<file path="config.mk">
export PLATFORM = sky130hd
export DESIGN_NAME = edge_triggered_frame_capture
export DESIGN_NICKNAME = d
export VERILOG_FILES = /design/src/etfc_pkg.sv /design/src/etfc_cfg.sv /design/src/edge_triggered_frame_capture.sv
export SDC_FILE = /design/constraint.sdc
export NUM_CORES = 1
export LEC_CHECK = 0
export ABC_AREA = 1
export CAP_MARGIN = 15
export CORE_AREA = 2 2 124 126
export CTS_CLUSTER_SIZE = 8
export DETAILED_ROUTE_END_ITERATION = 10
export DIE_AREA = 0 0 126 128
export DONT_BUFFER_PORTS = 1
export GPL_TIMING_DRIVEN = 1
export PLACE_DENSITY = 0.71
export SYNTH_ARGS = -nofsm -noshare
export SYNTH_HDL_FRONTEND = slang
export SYNTH_SLANG_ARGS = --single-unit
</file>
<file path="constraint.sdc">
create_clock -name clk -period 2.98 [get_ports clk]
set_input_delay 0.745 -clock clk [delete_from_list [all_inputs] [get_ports clk]]
set_output_delay 0.745 -clock clk [all_outputs]
set_load 0.05 [all_outputs]
</file>
<file path="src/etfc_pkg.sv">
`timescale 1ns / 1ps
`default_nettype none

package etfc_pkg;

    localparam int unsigned CODE_W     = 10;
    localparam int unsigned SAMPLE_W   = 16;
    localparam int unsigned INDEX_W    = 15;
    localparam int unsigned POS_W      = 16;
    localparam int unsigned QUIET_W    = 8;
    localparam int unsigned CFG_DATA_W = 16;
    localparam int unsigned CFG_IDX_W  = 3;

    localparam int unsigned MAX_FRAME_DEFAULT = 32768;

    typedef enum logic [1:0] {
        PH_WAIT_BELOW = 2'd0,
        PH_WAIT_ABOVE = 2'd1,
        PH_CAPTURE    = 2'd2,
        PH_WAIT_QUIET = 2'd3
    } phase_t;

    localparam logic [CFG_IDX_W-1:0] REG_TRIGGER_LEVEL = 3'd0;
    localparam logic [CFG_IDX_W-1:0] REG_QUIET_LOW     = 3'd1;
    localparam logic [CFG_IDX_W-1:0] REG_QUIET_HIGH    = 3'd2;
    localparam logic [CFG_IDX_W-1:0] REG_QUIET_COUNT   = 3'd3;
    localparam logic [CFG_IDX_W-1:0] REG_FRAME_LENGTH  = 3'd4;

    localparam logic [SAMPLE_W-1:0] TRIGGER_LEVEL_RST = 16'h0000;
    localparam logic [SAMPLE_W-1:0] QUIET_LOW_RST     = 16'hFF00;
    localparam logic [SAMPLE_W-1:0] QUIET_HIGH_RST    = 16'h0100;
    localparam logic [QUIET_W-1:0]  QUIET_COUNT_RST   = 8'd64;
    localparam logic [POS_W-1:0]    FRAME_LENGTH_RST  = 16'd20000;

    typedef struct packed {
        logic [SAMPLE_W-1:0] trigger_level;
        logic [SAMPLE_W-1:0] quiet_low;
        logic [SAMPLE_W-1:0] quiet_high;
        logic [QUIET_W-1:0]  quiet_count_needed;
        logic [POS_W-1:0]    frame_length;
    } cfg_t;

endpackage

`default_nettype wire

</file>
<file path="src/etfc_cfg.sv">
`timescale 1ns / 1ps
`default_nettype none

module etfc_cfg (
    input  wire logic                                clk,
    input  wire logic                                rst_n,
    input  wire logic                                cfg_wr_en,
    input  wire logic [etfc_pkg::CFG_IDX_W-1:0]      cfg_index,
    input  wire logic [etfc_pkg::CFG_DATA_W-1:0]     cfg_data,
    output etfc_pkg::cfg_t                           cfg
);

    etfc_pkg::cfg_t cfg_reg;
    etfc_pkg::cfg_t cfg_next;

    // Decode the register index; unknown indexes are dropped.
    always_comb
    begin
        cfg_next = cfg_reg;
        if (cfg_wr_en)
        begin
            case (cfg_index)
                etfc_pkg::REG_TRIGGER_LEVEL: cfg_next.trigger_level = cfg_data;
                etfc_pkg::REG_QUIET_LOW:     cfg_next.quiet_low     = cfg_data;
                etfc_pkg::REG_QUIET_HIGH:    cfg_next.quiet_high    = cfg_data;
                etfc_pkg::REG_QUIET_COUNT:
                    cfg_next.quiet_count_needed = cfg_data[etfc_pkg::QUIET_W-1:0];
                etfc_pkg::REG_FRAME_LENGTH:  cfg_next.frame_length  = cfg_data;
                default:                     cfg_next = cfg_reg;
            endcase
        end
    end

    always_ff @(posedge clk or negedge rst_n)
    begin
        if (!rst_n)
        begin
            cfg_reg.trigger_level      <= etfc_pkg::TRIGGER_LEVEL_RST;
            cfg_reg.quiet_low          <= etfc_pkg::QUIET_LOW_RST;
            cfg_reg.quiet_high         <= etfc_pkg::QUIET_HIGH_RST;
            cfg_reg.quiet_count_needed <= etfc_pkg::QUIET_COUNT_RST;
            cfg_reg.frame_length       <= etfc_pkg::FRAME_LENGTH_RST;
        end
        else
        begin
            cfg_reg <= cfg_next;
        end
    end

    assign cfg = cfg_reg;

endmodule

`default_nettype wire

</file>
<file path="src/edge_triggered_frame_capture.sv">
`timescale 1ns / 1ps
`default_nettype none

// Edge-triggered frame capture. Each request carries one 10-bit converter code,
// which becomes the signed sample (code - 512) << 6. The trigger arms on a
// sample below trigger_level, fires on a later sample above it, and then
// marks that sample and the ones after it as capture writes with index 0 up to
// frame_length-1, flagging the last. The sample after a full frame moves the
// block to a silence wait, and quiet_count_needed samples in a row inside
// [quiet_low, quiet_high] rearm it. Every request yields exactly one result,
// in the cycle after it is taken; a new request is taken every cycle as long as
// the output register is empty or being drained, so throughput is one sample
// per clock, bounded only by the single trigger/counter update per sample.
// Write configuration only while no request is in flight. A frame length of
// zero acts as one, and lengths above MAX_FRAME are clamped to MAX_FRAME.

module edge_triggered_frame_capture #(
    parameter int unsigned MAX_FRAME = etfc_pkg::MAX_FRAME_DEFAULT
) (
    input  wire logic                               clk,
    input  wire logic                               rst_n,

    input  wire logic                               cfg_wr_en,
    input  wire logic [etfc_pkg::CFG_IDX_W-1:0]     cfg_index,
    input  wire logic [etfc_pkg::CFG_DATA_W-1:0]    cfg_data,

    input  wire logic                               in_valid,
    output logic                                    in_ready,
    input  wire logic [etfc_pkg::CODE_W-1:0]        adc_code,

    output logic                                    out_valid,
    input  wire logic                               out_ready,
    output logic                                    capture_valid,
    output logic [etfc_pkg::INDEX_W-1:0]            capture_index,
    output logic signed [etfc_pkg::SAMPLE_W-1:0]    sample_value,
    output logic                                    frame_last,
    output logic [1:0]                              phase
);

    localparam int unsigned LEN_W = etfc_pkg::POS_W + 1;
    localparam logic [LEN_W-1:0] MaxLen = LEN_W'(MAX_FRAME);

    etfc_pkg::cfg_t cfg;

    etfc_cfg u_cfg (
        .clk       (clk),
        .rst_n     (rst_n),
        .cfg_wr_en (cfg_wr_en),
        .cfg_index (cfg_index),
        .cfg_data  (cfg_data),
        .cfg       (cfg)
    );

    // Trigger state
    etfc_pkg::phase_t                   phase_reg, phase_next;
    logic [etfc_pkg::QUIET_W-1:0]       quiet_reg, quiet_next;
    logic [etfc_pkg::POS_W-1:0]         pos_reg, pos_next;
    logic                               complete_reg, complete_next;

    // Output register
    logic                               out_valid_reg, out_valid_next;
    logic                               cap_valid_reg, cap_valid_next;
    logic [etfc_pkg::INDEX_W-1:0]       cap_index_reg, cap_index_next;
    logic signed [etfc_pkg::SAMPLE_W-1:0] sample_reg;
    logic                               last_reg, last_next;
    etfc_pkg::phase_t                   phase_out_reg;

    logic                               accept;
    logic signed [etfc_pkg::SAMPLE_W-1:0] sample;
    logic                               below_level;
    logic                               above_level;
    logic                               in_window;
    logic [etfc_pkg::QUIET_W-1:0]       quiet_inc;
    logic                               restart;
    logic [etfc_pkg::POS_W-1:0]         pos_base;
    logic [etfc_pkg::POS_W-1:0]         pos_inc;
    logic [LEN_W-1:0]                   len_floor;
    logic [LEN_W-1:0]                   eff_len;

    // Take a request whenever the result register is free or draining.
    assign in_ready = !out_valid_reg || out_ready;
    assign accept   = in_valid && in_ready;

    // Offset-binary to two's complement is a flip of the top bit.
    assign sample = {~adc_code[etfc_pkg::CODE_W-1], adc_code[etfc_pkg::CODE_W-2:0], 6'd0};

    assign below_level = sample < $signed(cfg.trigger_level);
    assign above_level = sample > $signed(cfg.trigger_level);
    assign in_window   = (sample >= $signed(cfg.quiet_low)) &&
                         (sample <= $signed(cfg.quiet_high));
    assign quiet_inc   = quiet_reg + 1'b1;

    // A finished frame is cleared by the first sample after it.
    assign restart  = (phase_reg == etfc_pkg::PH_CAPTURE) && complete_reg;
    assign pos_base = restart ? '0 : pos_reg;
    assign pos_inc  = pos_base + 1'b1;

    // Effective frame length: zero acts as one, clamp at MAX_FRAME.
    assign len_floor = (cfg.frame_length == '0) ? LEN_W'(1) : {1'b0, cfg.frame_length};
    assign eff_len   = (len_floor > MaxLen) ? MaxLen : len_floor;

    // Next phase
    always_comb
    begin
        phase_next = phase_reg;
        case (phase_reg)
            etfc_pkg::PH_WAIT_BELOW:
                if (below_level)
                    phase_next = etfc_pkg::PH_WAIT_ABOVE;
            etfc_pkg::PH_WAIT_ABOVE:
                if (above_level)
                    phase_next = etfc_pkg::PH_CAPTURE;
            etfc_pkg::PH_CAPTURE:
                if (complete_reg)
                    phase_next = etfc_pkg::PH_WAIT_QUIET;
            etfc_pkg::PH_WAIT_QUIET:
                if (in_window && (quiet_inc == cfg.quiet_count_needed))
                    phase_next = etfc_pkg::PH_WAIT_BELOW;
            default:
                phase_next = phase_reg;
        endcase
    end

    // Counters and capture outputs
    always_comb
    begin
        quiet_next     = quiet_reg;
        pos_next       = pos_base;
        complete_next  = restart ? 1'b0 : complete_reg;
        cap_valid_next = 1'b0;
        cap_index_next = '0;
        last_next      = 1'b0;

        if (restart)
            quiet_next = '0;
        else if (phase_reg == etfc_pkg::PH_WAIT_QUIET)
            quiet_next = in_window ? quiet_inc : '0;

        // Capture this sample; wrap of the position also ends the frame.
        if (phase_next == etfc_pkg::PH_CAPTURE)
        begin
            cap_valid_next = 1'b1;
            cap_index_next = pos_base[etfc_pkg::INDEX_W-1:0];
            pos_next       = pos_inc;
            if (({1'b0, pos_inc} >= eff_len) || (pos_inc == '0))
            begin
                last_next     = 1'b1;
                complete_next = 1'b1;
            end
        end
    end

    // Hold the result until taken, load a new one on accept.
    assign out_valid_next = accept || (out_valid_reg && !out_ready);

    always_ff @(posedge clk or negedge rst_n)
    begin
        if (!rst_n)
        begin
            phase_reg     <= etfc_pkg::PH_WAIT_BELOW;
            quiet_reg     <= '0;
            pos_reg       <= '0;
            complete_reg  <= 1'b0;
            out_valid_reg <= 1'b0;
        end
        else
        begin
            out_valid_reg <= out_valid_next;
            if (accept)
            begin
                phase_reg    <= phase_next;
                quiet_reg    <= quiet_next;
                pos_reg      <= pos_next;
                complete_reg <= complete_next;
            end
        end
    end

    // Result payload, no reset needed
    always_ff @(posedge clk)
    begin
        if (accept)
        begin
            cap_valid_reg <= cap_valid_next;
            cap_index_reg <= cap_index_next;
            sample_reg    <= sample;
            last_reg      <= last_next;
            phase_out_reg <= phase_next;
        end
    end

    assign out_valid     = out_valid_reg;
    assign capture_valid = cap_valid_reg;
    assign capture_index = cap_index_reg;
    assign sample_value  = sample_reg;
    assign frame_last    = last_reg;
    assign phase         = phase_out_reg;

endmodule

`default_nettype wire
</file>
; ---- After elaboration in Yosys (flattened, before gate mapping)
; Index checks and enable logic that the tools add are counted.
[totals]
in_bits = 34
ff_bits = 129
output_inout_bits = 37
elab_cells = 71
[op_classes]
n_reduce_logical = 21
mux = 17
eq_ne = 9
n_addsub = 2
magnitude_cmp = 6
n_bitwise = 1
[op_table]
columns = operator, n
row1 = $mux 16, 4
row2 = $ge 16x16->1, 2
row3 = $logic_not 16->1, 2
row4 = $mux 8, 3
row5 = $add 16x1->16 const B, 1
row6 = $gt 16x16->1, 1
row7 = $gt 16x16->1 const B, 1
row8 = $le 16x16->1, 1
row9 = $lt 16x16->1, 1
row10 = $reduce_and 2->1, 6
row11 = $add 8x1->8 const B, 1
row12 = $eq 8x8->1, 1
row13 = $mux 2, 4
row14 = $pmux 2 s4, 1
row15 = $eq 2x2->1 const B, 3
row16 = $eq 3x2->1 const B, 2
row17 = $logic_and 1x1->1, 5
row18 = $mux 1, 5
row19 = $eq 3x1->1 const B, 1
row20 = $eq 3x3->1 const B, 1
row21 = $logic_not 3->1, 1
row22 = $logic_or 1x1->1, 3
row23 = $eq 2x1->1 const B, 1
row24 = $logic_not 1->1, 2
row25 = 3 further kinds, 3

; ---- Longest topological paths before layout
; Gate-level depths: netlist (run 1).
[logic_depth]
depth_word = 8
mapped_depth = 24
mapped_depth_nobuf = 22

; ---- Hierarchy
; From an unflattened synthesis (run 1), not the netlist that was laid out.
[hier_totals]
hier_cells = 973
area_unflattened_um2 = 7558.5
[by_module_without_submodules]
columns = module, n_inst, cells_each, area_each_um2, seq_area_each_um2
row1 = edge_triggered_frame_capture, 1, 651, 4608.2, 1571.5
row2 = etfc_cfg, 1, 322, 2950.3, 1820.5

; ---- Least setup slack after synthesis (run 1)
; No wires, ideal clock.
[synth_timing]
path_kind = register to register
from = register phase_reg[1]
to = register last_reg, in the netlist frame_last, data pin
slack_ps = 91
setup_time_ps = 146
synth_period_minus_slack_ps = 2889
path_stages_with_launch = 21
n_path_buf = 2
t_arrival_ps = 2744
required_ps = 2834
path_cell_list = dfrtp_1 -> inv_2 -> nor2_4 -> nand2_4 -> buf_6 -> buf_4 -> nand2_1 -> inv_1 -> ha_1 -> nand4_1 -> nor2_2 -> nand2_1 -> xor2_1 -> inv_1 -> ha_1 -> nand2_1 -> nor3_1 -> nand3_1 -> nand3_1 -> inv_1 -> a21oi_1
[synth_between]
elab_chain_len = 7
elab_cells_between_ends = 17
cone_classes = add/sub (1) / order compare (1) / eq/ne (4) / mux (7) / reduce/logical (4)
[synth_lines]
columns = element, line_no
row1 = from (decl), edge_triggered_frame_capture.sv:55  ; etfc_pkg::phase_t phase_reg, phase_next;
row2 = from (signal assigned), edge_triggered_frame_capture.sv:160  ; phase_reg <= etfc_pkg::PH_WAIT_BELOW;
row3 = from (signal assigned), edge_triggered_frame_capture.sv:171  ; phase_reg <= phase_next;
row4 = $eq 2x2->1 *, edge_triggered_frame_capture.sv:94  ; assign restart = (phase_reg == etfc_pkg::PH_CAPTURE) && complete_reg;
row5 = $logic_and 1x1->1 *, edge_triggered_frame_capture.sv:94
row6 = $mux 16 *, edge_triggered_frame_capture.sv:95  ; assign pos_base = restart ? '0 : pos_reg;
row7 = net pos_base (one bit), edge_triggered_frame_capture.sv:75  ; logic [etfc_pkg::POS_W-1:0] pos_base;
row8 = $add 16x1->16 *, edge_triggered_frame_capture.sv:96  ; assign pos_inc = pos_base + 1'b1;
row9 = $ge 16x16->1 or $logic_not 16->1 (tied branches), edge_triggered_frame_capture.sv:145  ; if (({1'b0, pos_inc} >= eff_len) || (pos_inc == '0))
row10 = $logic_or 1x1->1 *, edge_triggered_frame_capture.sv:145
row11 = $mux 1 *, edge_triggered_frame_capture.sv:145
row12 = to (signal assigned), edge_triggered_frame_capture.sv:187  ; last_reg <= last_next;
row13 = to (decl), edge_triggered_frame_capture.sv:65  ; logic last_reg, last_next;
; The timed path passes the listed nets; every way through them passes the cells marked *.
; A chain may end at the register's enable or synchronous reset.

; ---- Worst setup path in the final report (run 1)
[layout_timing]
from = register phase_reg[1]
to = register complete_reg
[layout_between]
elab_chain_len = 8
elab_cells_between_ends = 19
cone_classes = add/sub (1) / order compare (1) / eq/ne (4) / mux (9) / reduce/logical (4)
[layout_lines]
columns = element, line_no
row1 = $eq 2x2->1, "edge_triggered_frame_capture.sv:94, edge_triggered_frame_capture.sv:106"
row2 = $logic_and 1x1->1, edge_triggered_frame_capture.sv:94
row3 = $mux 16, edge_triggered_frame_capture.sv:95
row4 = $add 16x1->16, edge_triggered_frame_capture.sv:96
row5 = $ge 16x16->1 or $logic_not 16->1 (tied branches), edge_triggered_frame_capture.sv:145
row6 = $logic_or 1x1->1, edge_triggered_frame_capture.sv:145
row7 = $mux 1, edge_triggered_frame_capture.sv:145
row8 = $mux 1 *, edge_triggered_frame_capture.sv:140  ; if (phase_next == etfc_pkg::PH_CAPTURE)
row9 = to (signal assigned), edge_triggered_frame_capture.sv:174  ; complete_reg <= complete_next;
row10 = to (decl), edge_triggered_frame_capture.sv:58  ; logic complete_reg, complete_next;
; Every way passes the cells marked *; elsewhere a longest branch is shown, timed or not.

==> results.json, run 1 <==
{
  "via_count": 5886,
  "period_share_pct": 95.0,
  "synth_area_um2": 7260,
  "skew_ns": 0.00869,
  "cpPeakStageDelay_ns": 0.40,
  "grt_pass1_wl_mm": 27.4,
  "synthFlopType": "dfrtp_1",
  "yosys_warnings": 0,
  "ant_nets": 0,
  "grt-ovfl-total": 0,
  "routed_wl_mm": 16.7,
  "fmax_mhz": 353,
  "post-route-util_pct": 55.4,
  "path_class": "reg2reg",
  "die_h_um": 128,
  "synth_area_per_cell_um2": 8.00,
  "tritoncts": "yes",
  "worstPathMaxFanout": 12,
  "setup_slack_ns": 0.149,
  "die-area_um2": 16100,
  "avgRoutedWirePerCell_um": 14.9,
  "drc_errors": 0,
  "core_um2": 14900,
  "drive_gt1_share_pct": 9.77,
  "slew_viol_final": 0,
  "fin_cells": 1119,
  "gp_congestion": 0.857,
  "antenna_found_initial": 0,
  "final_nets": 1000,
  "crit_top_cell": "inv_1",
  "irDropWorstVdd_mv": 0.530,
  "cts_max_level": 4,
  "critPathArrivalTime_ns": 3.14,
  "outcome": "finished, final reports clean",
  "power.leakage_nw": 4.11,
  "ys_ff_latch": 129,
  "cts.sinks": 129,
  "ys_seq_area_share_pct": 46.7,
  "hold_viol": 0,
  "min_path_type": "in2async",
  "synthCells": 907,
  "first_global_vias": 5700,
  "synth_cell_types": 39,
  "synth-edff-count": 29,
  "grt_usage_pct": 21.4,
  "place_inst": 1082,
  "async_flop_share_pct": 77.5,
  "r2r-start": "phase_reg[1]",
  "dpl_cell_area_um2": 7480,
  "largest_register_ffs": 72,
  "cts_buffer_depth": 2,
  "maxCapViolations": 0,
  "powerDensity_nw_per_um2": 932,
  "row_count": 45,
  "post-place-ws_ns": 0.0460,
  "cts_buffers": 17,
  "syn2layout_area_growth_pct": 13.5,
  "min_period_ns": 2.83,
  "critPathRequiredTime_ns": 3.29,
  "regToRegEndpoint": "complete_reg",
  "initial_core_util_pct": 48.8,
  "setup_tns_ns": 0,
  "pin_count": 71,
  "finalSetupViolations": 0,
  "slowest_stage": "dfrtp_1",
  "fin_area_um2": 8240,
  "vias_per_cell": 5.26,
  "max_slew_margin_pct": 36.4,
  "num-fill-cells": 1400,
  "grt_max_degree": 100,
  "rr_worst_depth": 21,
  "dp_hpwl_mm": 11.5,
  "worstSetupEndpointType": "flop",
  "clk_latency_ns": 0.42,
  "drtIter0Drc": 503,
  "total_power_mw": 7.68,
  "regToRegSetupSlack_ns": 0.15,
  "insertedDiodeCount": 0,
  "start_kind": "flop",
  "hold-worst-slack_ns": 0.0168,
  "die_x_um": 126,
  "clkTransAtPathRegs_ns": 0.06,
  "firstDrtPassIters": 7,
  "cts_root_buffer": "clkbuf_16",
  "place.port_buffers": 0,
  "worst_slew_pin_slew_ns": 0.952,
  "crit_chain": "inv_2 > nor2_4 > nand2_4 > buf_12 > nand3b_4 > nor2_4 > nand2_4 > nor2_4 > xor2_2 > inv_1 > ha_1 > nand2_1 > inv_1 > nand3_1 > inv_1 > a21oi_1 > nand3_1 > inv_1 > nand2_1 > nand3_1 > nand2_1"
}
## cell usage after synthesis (5+ instances only)
cell type | n | share of area (%)
buf_4 | 10 | 1.0
edfxtp_1 | 29 | 12
nand4_1 | 14 | 1.2
nand2_1 | 269 | 14
nand3_1 | 77 | 5.3
nor2_2 | 5 | 0.43
buf_2 | 5 | 0.34
o21ai_0 | 83 | 5.7
clkbuf_1 | 15 | 0.78
nand3b_1 | 6 | 0.62
inv_1 | 119 | 6.2
nor2_1 | 56 | 2.9
a21oi_1 | 24 | 1.7
dfstp_2 | 15 | 5.4
ha_1 | 48 | 8.3
nand2_2 | 5 | 0.43
dfrtp_1 | 85 | 29
## cells in the final DEF (no fill, tap or decap), types with 6 or more instances in the layout
master,instances
nand2_1,267
inv_1,118
dfrtp_1,85
o21ai_0,82
nand3_1,76
nor2_1,53
ha_1,47
edfxtp_1,29
a21oi_1,24
clkbuf_16,20
buf_4,15
dfstp_2,15
nand4_1,14
nand3b_1,6
conb_1,6
## cells by family (layout without fill, tap and decap cells)
kind of cell / Yosys count / after routing / share of synthesized area [%]
xor+xnor: 8 / 8 / 0.965
compound gates: 118 / 118 / 8.46
flops: 129 / 129 / 46.7
simple gates: 449 / 449 / 26.5
other cells: 1 / 6 / 0.0517
fa+ha+maj: 48 / 48 / 8.27
buf+inv: 154 / 173 / 8.98
## repair_timing
action                                  CTS  global route
endpoints found under the hold margin     2             0
setup buffers                             0             3
endpoints found under the setup margin    0             2
gates resized for setup                   0            17
hold buffers                              1             0
## worst max-delay path, delay by kind of cell, from the launching register on
| family | cells | cell delay, ns |
|---|---|---|
| XOR/XNOR | 1 | 0.20 |
| AND/OR/NAND/NOR | 12 | 1.17 |
| flip-flops | 1 | 0.40 |
| buffers and inverters | 6 | 0.48 |
| AO/OA/AOI/OAI | 1 | 0.15 |
| adder cells (fa/ha/maj) | 1 | 0.31 |
## where the power goes
part / internal [mW] / leakage [nW] / total, mW / switching (mW)
combinational: 1.03 / 2.30 / 2.65 / 1.62
sequential: 2.28 / 1.51 / 2.82 / 0.540
clock: 1.43 / 0.295 / 2.21 / 0.778
## worst max-delay path by stage
stage / from / end / slack (ns) / cells after the start
floorplan: phase_reg[1] / frame_last / 0.09 / 20
global placement: phase_reg[1] / frame_last / 0.11 / 19
detailed placement: phase_reg[1] / complete_reg / 0.05 / 21
CTS: phase_reg[1] / complete_reg / 0.02 / 21
global route: phase_reg[1] / complete_reg / -0.04 / 21
finish: phase_reg[1] / complete_reg / 0.15 / 21
## layer usage
metal	up-vias	routed length, µm	track usage [%]
met2	137	8220	36.1
met3	21	684	4.55
met4	0	267	7.69
met1	2779	7540	27.5
met5	-	0	0
li1	2949	-	-
## layout make-up
class / count / area (µm²) / share of cell area [%]
Clock inverter: 9 / 125 / 1.52
Sequential cell: 129 / 3390 / 41.2
Tap cell: 188 / 235 / 2.85
Multi-Input combinational cell: 629 / 3310 / 40.2
Inverter: 120 / 450 / 5.47
Clock buffer: 23 / 500 / 6.07
Timing Repair Buffer: 21 / 228 / 2.76
Note: power is estimated with default switching activity, not from simulation.
==> run 2: changes to the inputs <==
--- a/config.mk
+++ b/config.mk
@@ -5,12 +5,12 @@
 export SDC_FILE = /design/constraint.sdc
 export NUM_CORES = 1
 export LEC_CHECK = 0
-export ABC_AREA = 1
 export CAP_MARGIN = 15
-export CORE_AREA = 2 2 124 126
+export CORE_AREA = 2 2 121 123
+export CTS_BUF_LIST = sky130_fd_sc_hd__clkbuf_4 sky130_fd_sc_hd__clkbuf_8
 export CTS_CLUSTER_SIZE = 8
 export DETAILED_ROUTE_END_ITERATION = 10
-export DIE_AREA = 0 0 126 128
+export DIE_AREA = 0 0 123 125
 export DONT_BUFFER_PORTS = 1
 export GPL_TIMING_DRIVEN = 1
 export PLACE_DENSITY = 0.71
==> results.json, run 2 <==
{
  "outcome": "complete, but fails checks",
  "violations": "negative setup slack",
  "dp_hpwl_mm": 11.9,
  "row_count": 44,
  "finalSetupViolations": 2,
  "hold-worst-slack_ns": 0.133,
  "yosys_warnings": 0,
  "critPathRequiredTime_ns": 3.19,
  "crit_buf_inv": 2,
  "irDropWorstVdd_mv": 0.475,
  "cpPeakStageDelay_ns": 0.40,
  "ys_ff_latch": 129,
  "synthAdderAreaFrac_pct": 8.69,
  "crit_chain": "nand3b_1 > and2_4 > ha_4 > buf_4 > and3_1 > xnor2_1 > nor2_1 > ha_2 > a2111oi_4 > buf_4 > a21oi_2 > o21ai_2 > a32oi_2 > a31oi_4 > nor2_1",
  "setup_tns_ns": -0.206,
  "clk_latency_ns": 0.45,
  "antenna_found_initial": 0,
  "synth_top_family_by_area": "simple AND/OR/NAND/NOR gates",
  "synthCells": 652,
  "firstDrtPassIters": 5,
  "worst_slew_pin_slew_ns": 0.601,
  "final_cell_mix": "dfrtp_1 (85), nand2_1 (72), buf_4 (61), o21ai_0 (57), ha_1 (46)",
  "cts_buffer_depth": 2,
  "slowest_stage": "dfrtp_1",
  "cts_max_level": 4,
  "vias_per_cell": 5.69,
  "grt_max_degree": 86,
  "max_slew_margin_pct": 59.8,
  "total_power_mw": 5.24,
  "worstPathMaxFanout": 4,
  "power.leakage_nw": 3.45,
  "final_nets": 793,
  "fmax_mhz": 323,
  "clkTransAtPathRegs_ns": 0.08,
  "skew_ns": 0.00917,
  "synth_area_per_cell_um2": 10.6,
  "maxCapViolations": 0,
  "final_common_cell": "dfrtp_1",
  "drive_gt1_share_pct": 24.9,
  "synth_commonest_cells": "dfrtp_1 (85), nand2_1 (73), o21ai_0 (58)",
  "drtIter0Drc": 271,
  "async_flop_share_pct": 77.5,
  "synth_cell_types": 64,
  "yosys.area.top_type": "dfrtp_1",
  "min_path_type": "in2async",
  "slew_viol_final": 0,
  "routed_wl_mm": 16.0,
  "die-area_um2": 15400,
  "insertedDiodeCount": 0,
  "synth_area_um2": 6910,
  "synth-edff-count": 29,
  "start_kind": "flop",
  "yosysMostFrequentCell": "dfrtp_1",
  "ant_nets": 0,
  "gp_congestion": 0.881,
  "die_h_um": 125,
  "synth_xor_xnor_area_share_pct": 3.17,
  "hold_viol": 0,
  "pin_count": 71,
  "cts_buffers": 17,
  "powerDensity_nw_per_um2": 653,
  "cts_root_buffer": "clkbuf_8",
  "die_x_um": 123,
  "syn2layout_area_growth_pct": 16.1,
  "grt_pass1_wl_mm": 27.0,
  "path_class": "reg2reg",
  "period_share_pct": 104,
  "num-fill-cells": 1210,
  "drc_errors": 0,
  "synth_compound_area_share_pct": 12.1,
  "muxShareOfSynthArea_pct": 7.40,
  "critPathArrivalTime_ns": 3.30,
  "crit_family": "compound AO/OA/AOI/OAI gates",
  "setup_slack_ns": -0.112,
  "place.port_buffers": 0,
  "grt-ovfl-total": 0,
  "tritoncts": "yes",
  "synthFlopType": "dfrtp_1",
  "via_count": 5170,
  "first_global_vias": 5381,
  "core_um2": 14200,
  "worstSetupEndpointType": "flop",
  "ys_seq_area_share_pct": 49.1,
  "yosys.area_share.simple_pct": 15.1,
  "cts.sinks": 129,
  "grt_usage_pct": 22.6,
  "synth_top_area_share_pct": 30.8,
  "synth_area_leaders": "dfrtp_1 (31%), edfxtp_1 (13%), ha_1 (8.7%)",
  "initial_core_util_pct": 48.7,
  "avgRoutedWirePerCell_um": 17.6,
  "rsz0062_at_grt": "yes",
  "min_period_ns": 3.09,
  "largest_register_ffs": 72
}
## run 2: repair_timing
action	4_1_cts	5_1_grt
resized for setup	11	8
pin swaps	15	11
hold buffers	1	0
endpoints found under the hold margin	85	0
setup buffers	6	2
gates cloned	0	0
setup endpoints to repair	2	2
## run 2: where the power goes
group / internal, mW / switching (mW)
Combinational: 0.658 / 0.738
Clock: 0.706 / 0.755
Sequential: 2.13 / 0.252
Total: 3.49 / 1.75
## run 2: final timing paths
kind                                from          endpoint  slack, ns  depth (start not counted)
setup / recovery            phase_reg[0]        frame_last      -0.11                         15
max in group asynchronous          rst_n      quiet_reg[1]       2.43                          1
setup reg to reg            phase_reg[0]        frame_last      -0.11                         15
hold reg to reg            u_cfg.cfg[42]     u_cfg.cfg[42]       0.50                          1
min in group clk             adc_code[5]  sample_value[11]       0.39                          0
hold / removal                     rst_n     u_cfg.cfg[51]       0.13                          0
## run 2: cell type report
class	instances	area (µm²)	share of cell area, %
Timing Repair Buffer	64	517	6.44
Inverter	42	158	1.96
Tap cell	184	230	2.87
Sequential cell	129	3390	42.3
Multi-Input combinational cell	457	3340	41.7
Clock inverter	14	138	1.71
Clock buffer	18	248	3.09
## run 2: logic make-up after synthesis
family / after synthesis
muxes: 46
adders and majority gates: 48
other: 1
AOI/OAI and AO/OA: 132
buffers and inverters: 71
xor gates and xnor gates: 25
and+or+nand+nor: 200
DFF: 129
## run 2: per-stage QoR
stage               setup slack, ns  util (%)  cells  instance area, µm²
global route                 -0.306      56.5    908                8030
detailed placement           -0.469      52.5    867                7460
floorplan                    -0.121         -    657                6960
finish                       -0.112      56.5    908                8030
global placement             -0.437      52.5    867                7460
CTS                          -0.174      56.1    906                7970
## run 2: routing by layer
layer / track usage, % / vias up / wire length (µm)
met5: 0 / - / 0
li1: - / 2453 / -
met2: 37.8 / 147 / 7930
met3: 5.47 / 29 / 819
met4: 8.36 / 0 / 365
met1: 28.1 / 2541 / 6840
==> run 3: changes to the inputs <==
--- a/config.mk
+++ b/config.mk
@@ -14,6 +14,9 @@
 export DONT_BUFFER_PORTS = 1
 export GPL_TIMING_DRIVEN = 1
 export PLACE_DENSITY = 0.71
+export REMOVE_ABC_BUFFERS = 1
+export SKIP_LAST_GASP = 1
+export SLEW_MARGIN = 20
 export SYNTH_ARGS = -nofsm -noshare
 export SYNTH_HDL_FRONTEND = slang
 export SYNTH_SLANG_ARGS = --single-unit
==> results.json, run 3 (same netlist as run 2, synthesis figures left out) <==
{
  "dpl_cell_area_um2": 7470,
  "irDropWorstVdd_mv": 0.358,
  "cts_buffer_depth": 2,
  "outcome": "complete, but fails checks",
  "syn2layout_area_growth_pct": 17.9,
  "critPathRequiredTime_ns": 3.20,
  "insertedDiodeCount": 0,
  "avgRoutedWirePerCell_um": 17.7,
  "hold_viol": 0,
  "final_common_cell": "dfrtp_1",
  "dp_hpwl_mm": 11.5,
  "setup_slack_ns": -0.00404,
  "num-fill-cells": 1196,
  "clkTransAtPathRegs_ns": 0.08,
  "setup_tns_ns": -0.00404,
  "firstDrtPassIters": 4,
  "worst_slew_pin_slew_ns": 0.664,
  "path_class": "reg2reg",
  "multi_input_area_um2": 3430,
  "worstPathMaxFanout": 8,
  "min_period_ns": 2.98,
  "grt-ovfl-total": 0,
  "rsz0062_at_grt": "yes",
  "first_global_vias": 5239,
  "violations": "negative setup slack",
  "clock_power_share_pct": 26.9,
  "die_x_um": 123,
  "cts.sinks": 129,
  "rr_worst_depth": 12,
  "crit_chain": "and3b_2 > buf_4 > or3_4 > buf_6 > o31ai_4 > ha_4 > a211oi_2 > o21ai_1 > o211ai_1 > a32oi_1 > a31oi_2 > nor2_2",
  "row_count": 44,
  "hold-worst-slack_ns": 0.118,
  "period_share_pct": 100,
  "skew_ns": 0.0106,
  "cts_buffers": 17,
  "clk_latency_ns": 0.46,
  "critPathArrivalTime_ns": 3.20,
  "initial_core_util_pct": 48.7,
  "worstSetupEndpointType": "flop",
  "powerDensity_nw_per_um2": 646,
  "slew_viol_final": 0,
  "fin_cells": 915,
  "cts_root_buffer": "clkbuf_8",
  "place.port_buffers": 0,
  "maxCapViolations": 0,
  "min_path_type": "in2async",
  "die-area_um2": 15400,
  "vias_per_cell": 5.57,
  "drtIter0Drc": 248,
  "slowest_stage": "dfrtp_1",
  "gp_congestion": 0.833,
  "ant_nets": 0,
  "place_inst": 871,
  "combPwrFrac_pct": 27.8,
  "grt_usage_pct": 22.2,
  "cpPeakStageDelay_ns": 0.40,
  "antenna_found_initial": 0,
  "grt_max_degree": 86,
  "die_h_um": 125,
  "core_um2": 14200,
  "switchingPower_mw": 1.73,
  "register_area_um2": 3390,
  "final_nets": 800,
  "drive_gt1_share_pct": 27.2,
  "fin_area_um2": 8150,
  "switching_share_pct": 32.8,
  "via_count": 5092,
  "cts_max_level": 4,
  "tritoncts": "yes",
  "drc_errors": 0,
  "routed_wl_mm": 16.2,
  "pin_count": 71,
  "p_int_mw": 3.54,
  "finalSetupViolations": 1,
  "start_kind": "flop",
  "grt_pass1_wl_mm": 26.2,
  "largest_register_ffs": 72,
  "max_slew_margin_pct": 55.6,
  "seqPwrFrac_pct": 45.2,
  "post-route-util_pct": 57.4,
  "power.leakage_nw": 3.48,
  "fmax_mhz": 335,
  "final_cell_mix": "dfrtp_1 (84), nand2_1 (72), buf_4 (67), o21ai_0 (54), ha_1 (43)"
}
run 3: cell count changes in the layout (fill, tap and decap cells not counted), sizes merged:
cell      previous run  this run
buf                 64        71
inv                 52        45
clkinv               2         5
clkbuf              18        20
clkinvlp             1         3
run 3: final timing paths:
kind / startpoint / slack [ns] / to
min: rst_n / 0.12 / u_cfg.cfg[54]
max: complete_reg / -0.004 / frame_last
max reg2reg: complete_reg / -0.004 / frame_last
min reg2reg: u_cfg.cfg[56] / 0.51 / u_cfg.cfg[56]
min in group clk: adc_code[0] / 0.37 / sample_value[6]
max in group asynchronous: rst_n / 2.39 / pos_reg[5]
run 3: power groups by stage:
stage / clock [mW] / combinational (mW) / sequential [mW]
floorplan: 0 / 0.840 / 2.39
global placement: 0 / 1.25 / 2.40
detailed placement: 0 / 1.30 / 2.42
CTS: 1.45 / 1.41 / 2.38
global route: 1.51 / 1.64 / 2.42
finish: 1.42 / 1.46 / 2.38
run 3: final cells by class:
class	count	area share (%)
inverters	42	1.93
clock inverters	12	1.30
repair buffers	71	7.03
flip-flops and latches	129	41.6
clock buffers	20	3.22
multi-input cells	457	42.1
well taps	184	2.82
run 3: per-stage QoR:
stage | setup WS (ns) | power [mW]
floorplan | -0.324 | 3.23
global placement | -0.164 | 3.65
detailed placement | -0.265 | 3.72
CTS | -0.0199 | 5.24
global route | -0.182 | 5.58
finish | -0.00404 | 5.27
run 3: what timing repair did:
| item | in CTS | in global routing |
|---|---|---|
| pin swaps | 11 | 19 |
| hold endpoints to repair | 85 | 0 |
| endpoints found under the setup margin | 2 | 2 |
| hold buffers | 1 | 0 |
| buffers inserted | 6 | 6 |
| gates resized for setup | 26 | 18 |
run 3: worst max-delay path: cells and delay by family, from the launching register on:
kind / cells / cell delay, ns
AOI/OAI and AO/OA: 6 / 1.07
and+or+nand+nor: 3 / 0.70
DFF: 1 / 0.40
buffers and inverters: 2 / 0.31
adders and majority gates: 1 / 0.26
run 3: routing by layer:
metal	up-vias	share of wire [%]	GRT usage [%]
met5	-	0	0
met4	0	1.8	7.62
met3	22	3.9	4.97
met2	119	51	37.9
met1	2487	43	27.4
li1	2464	-	-
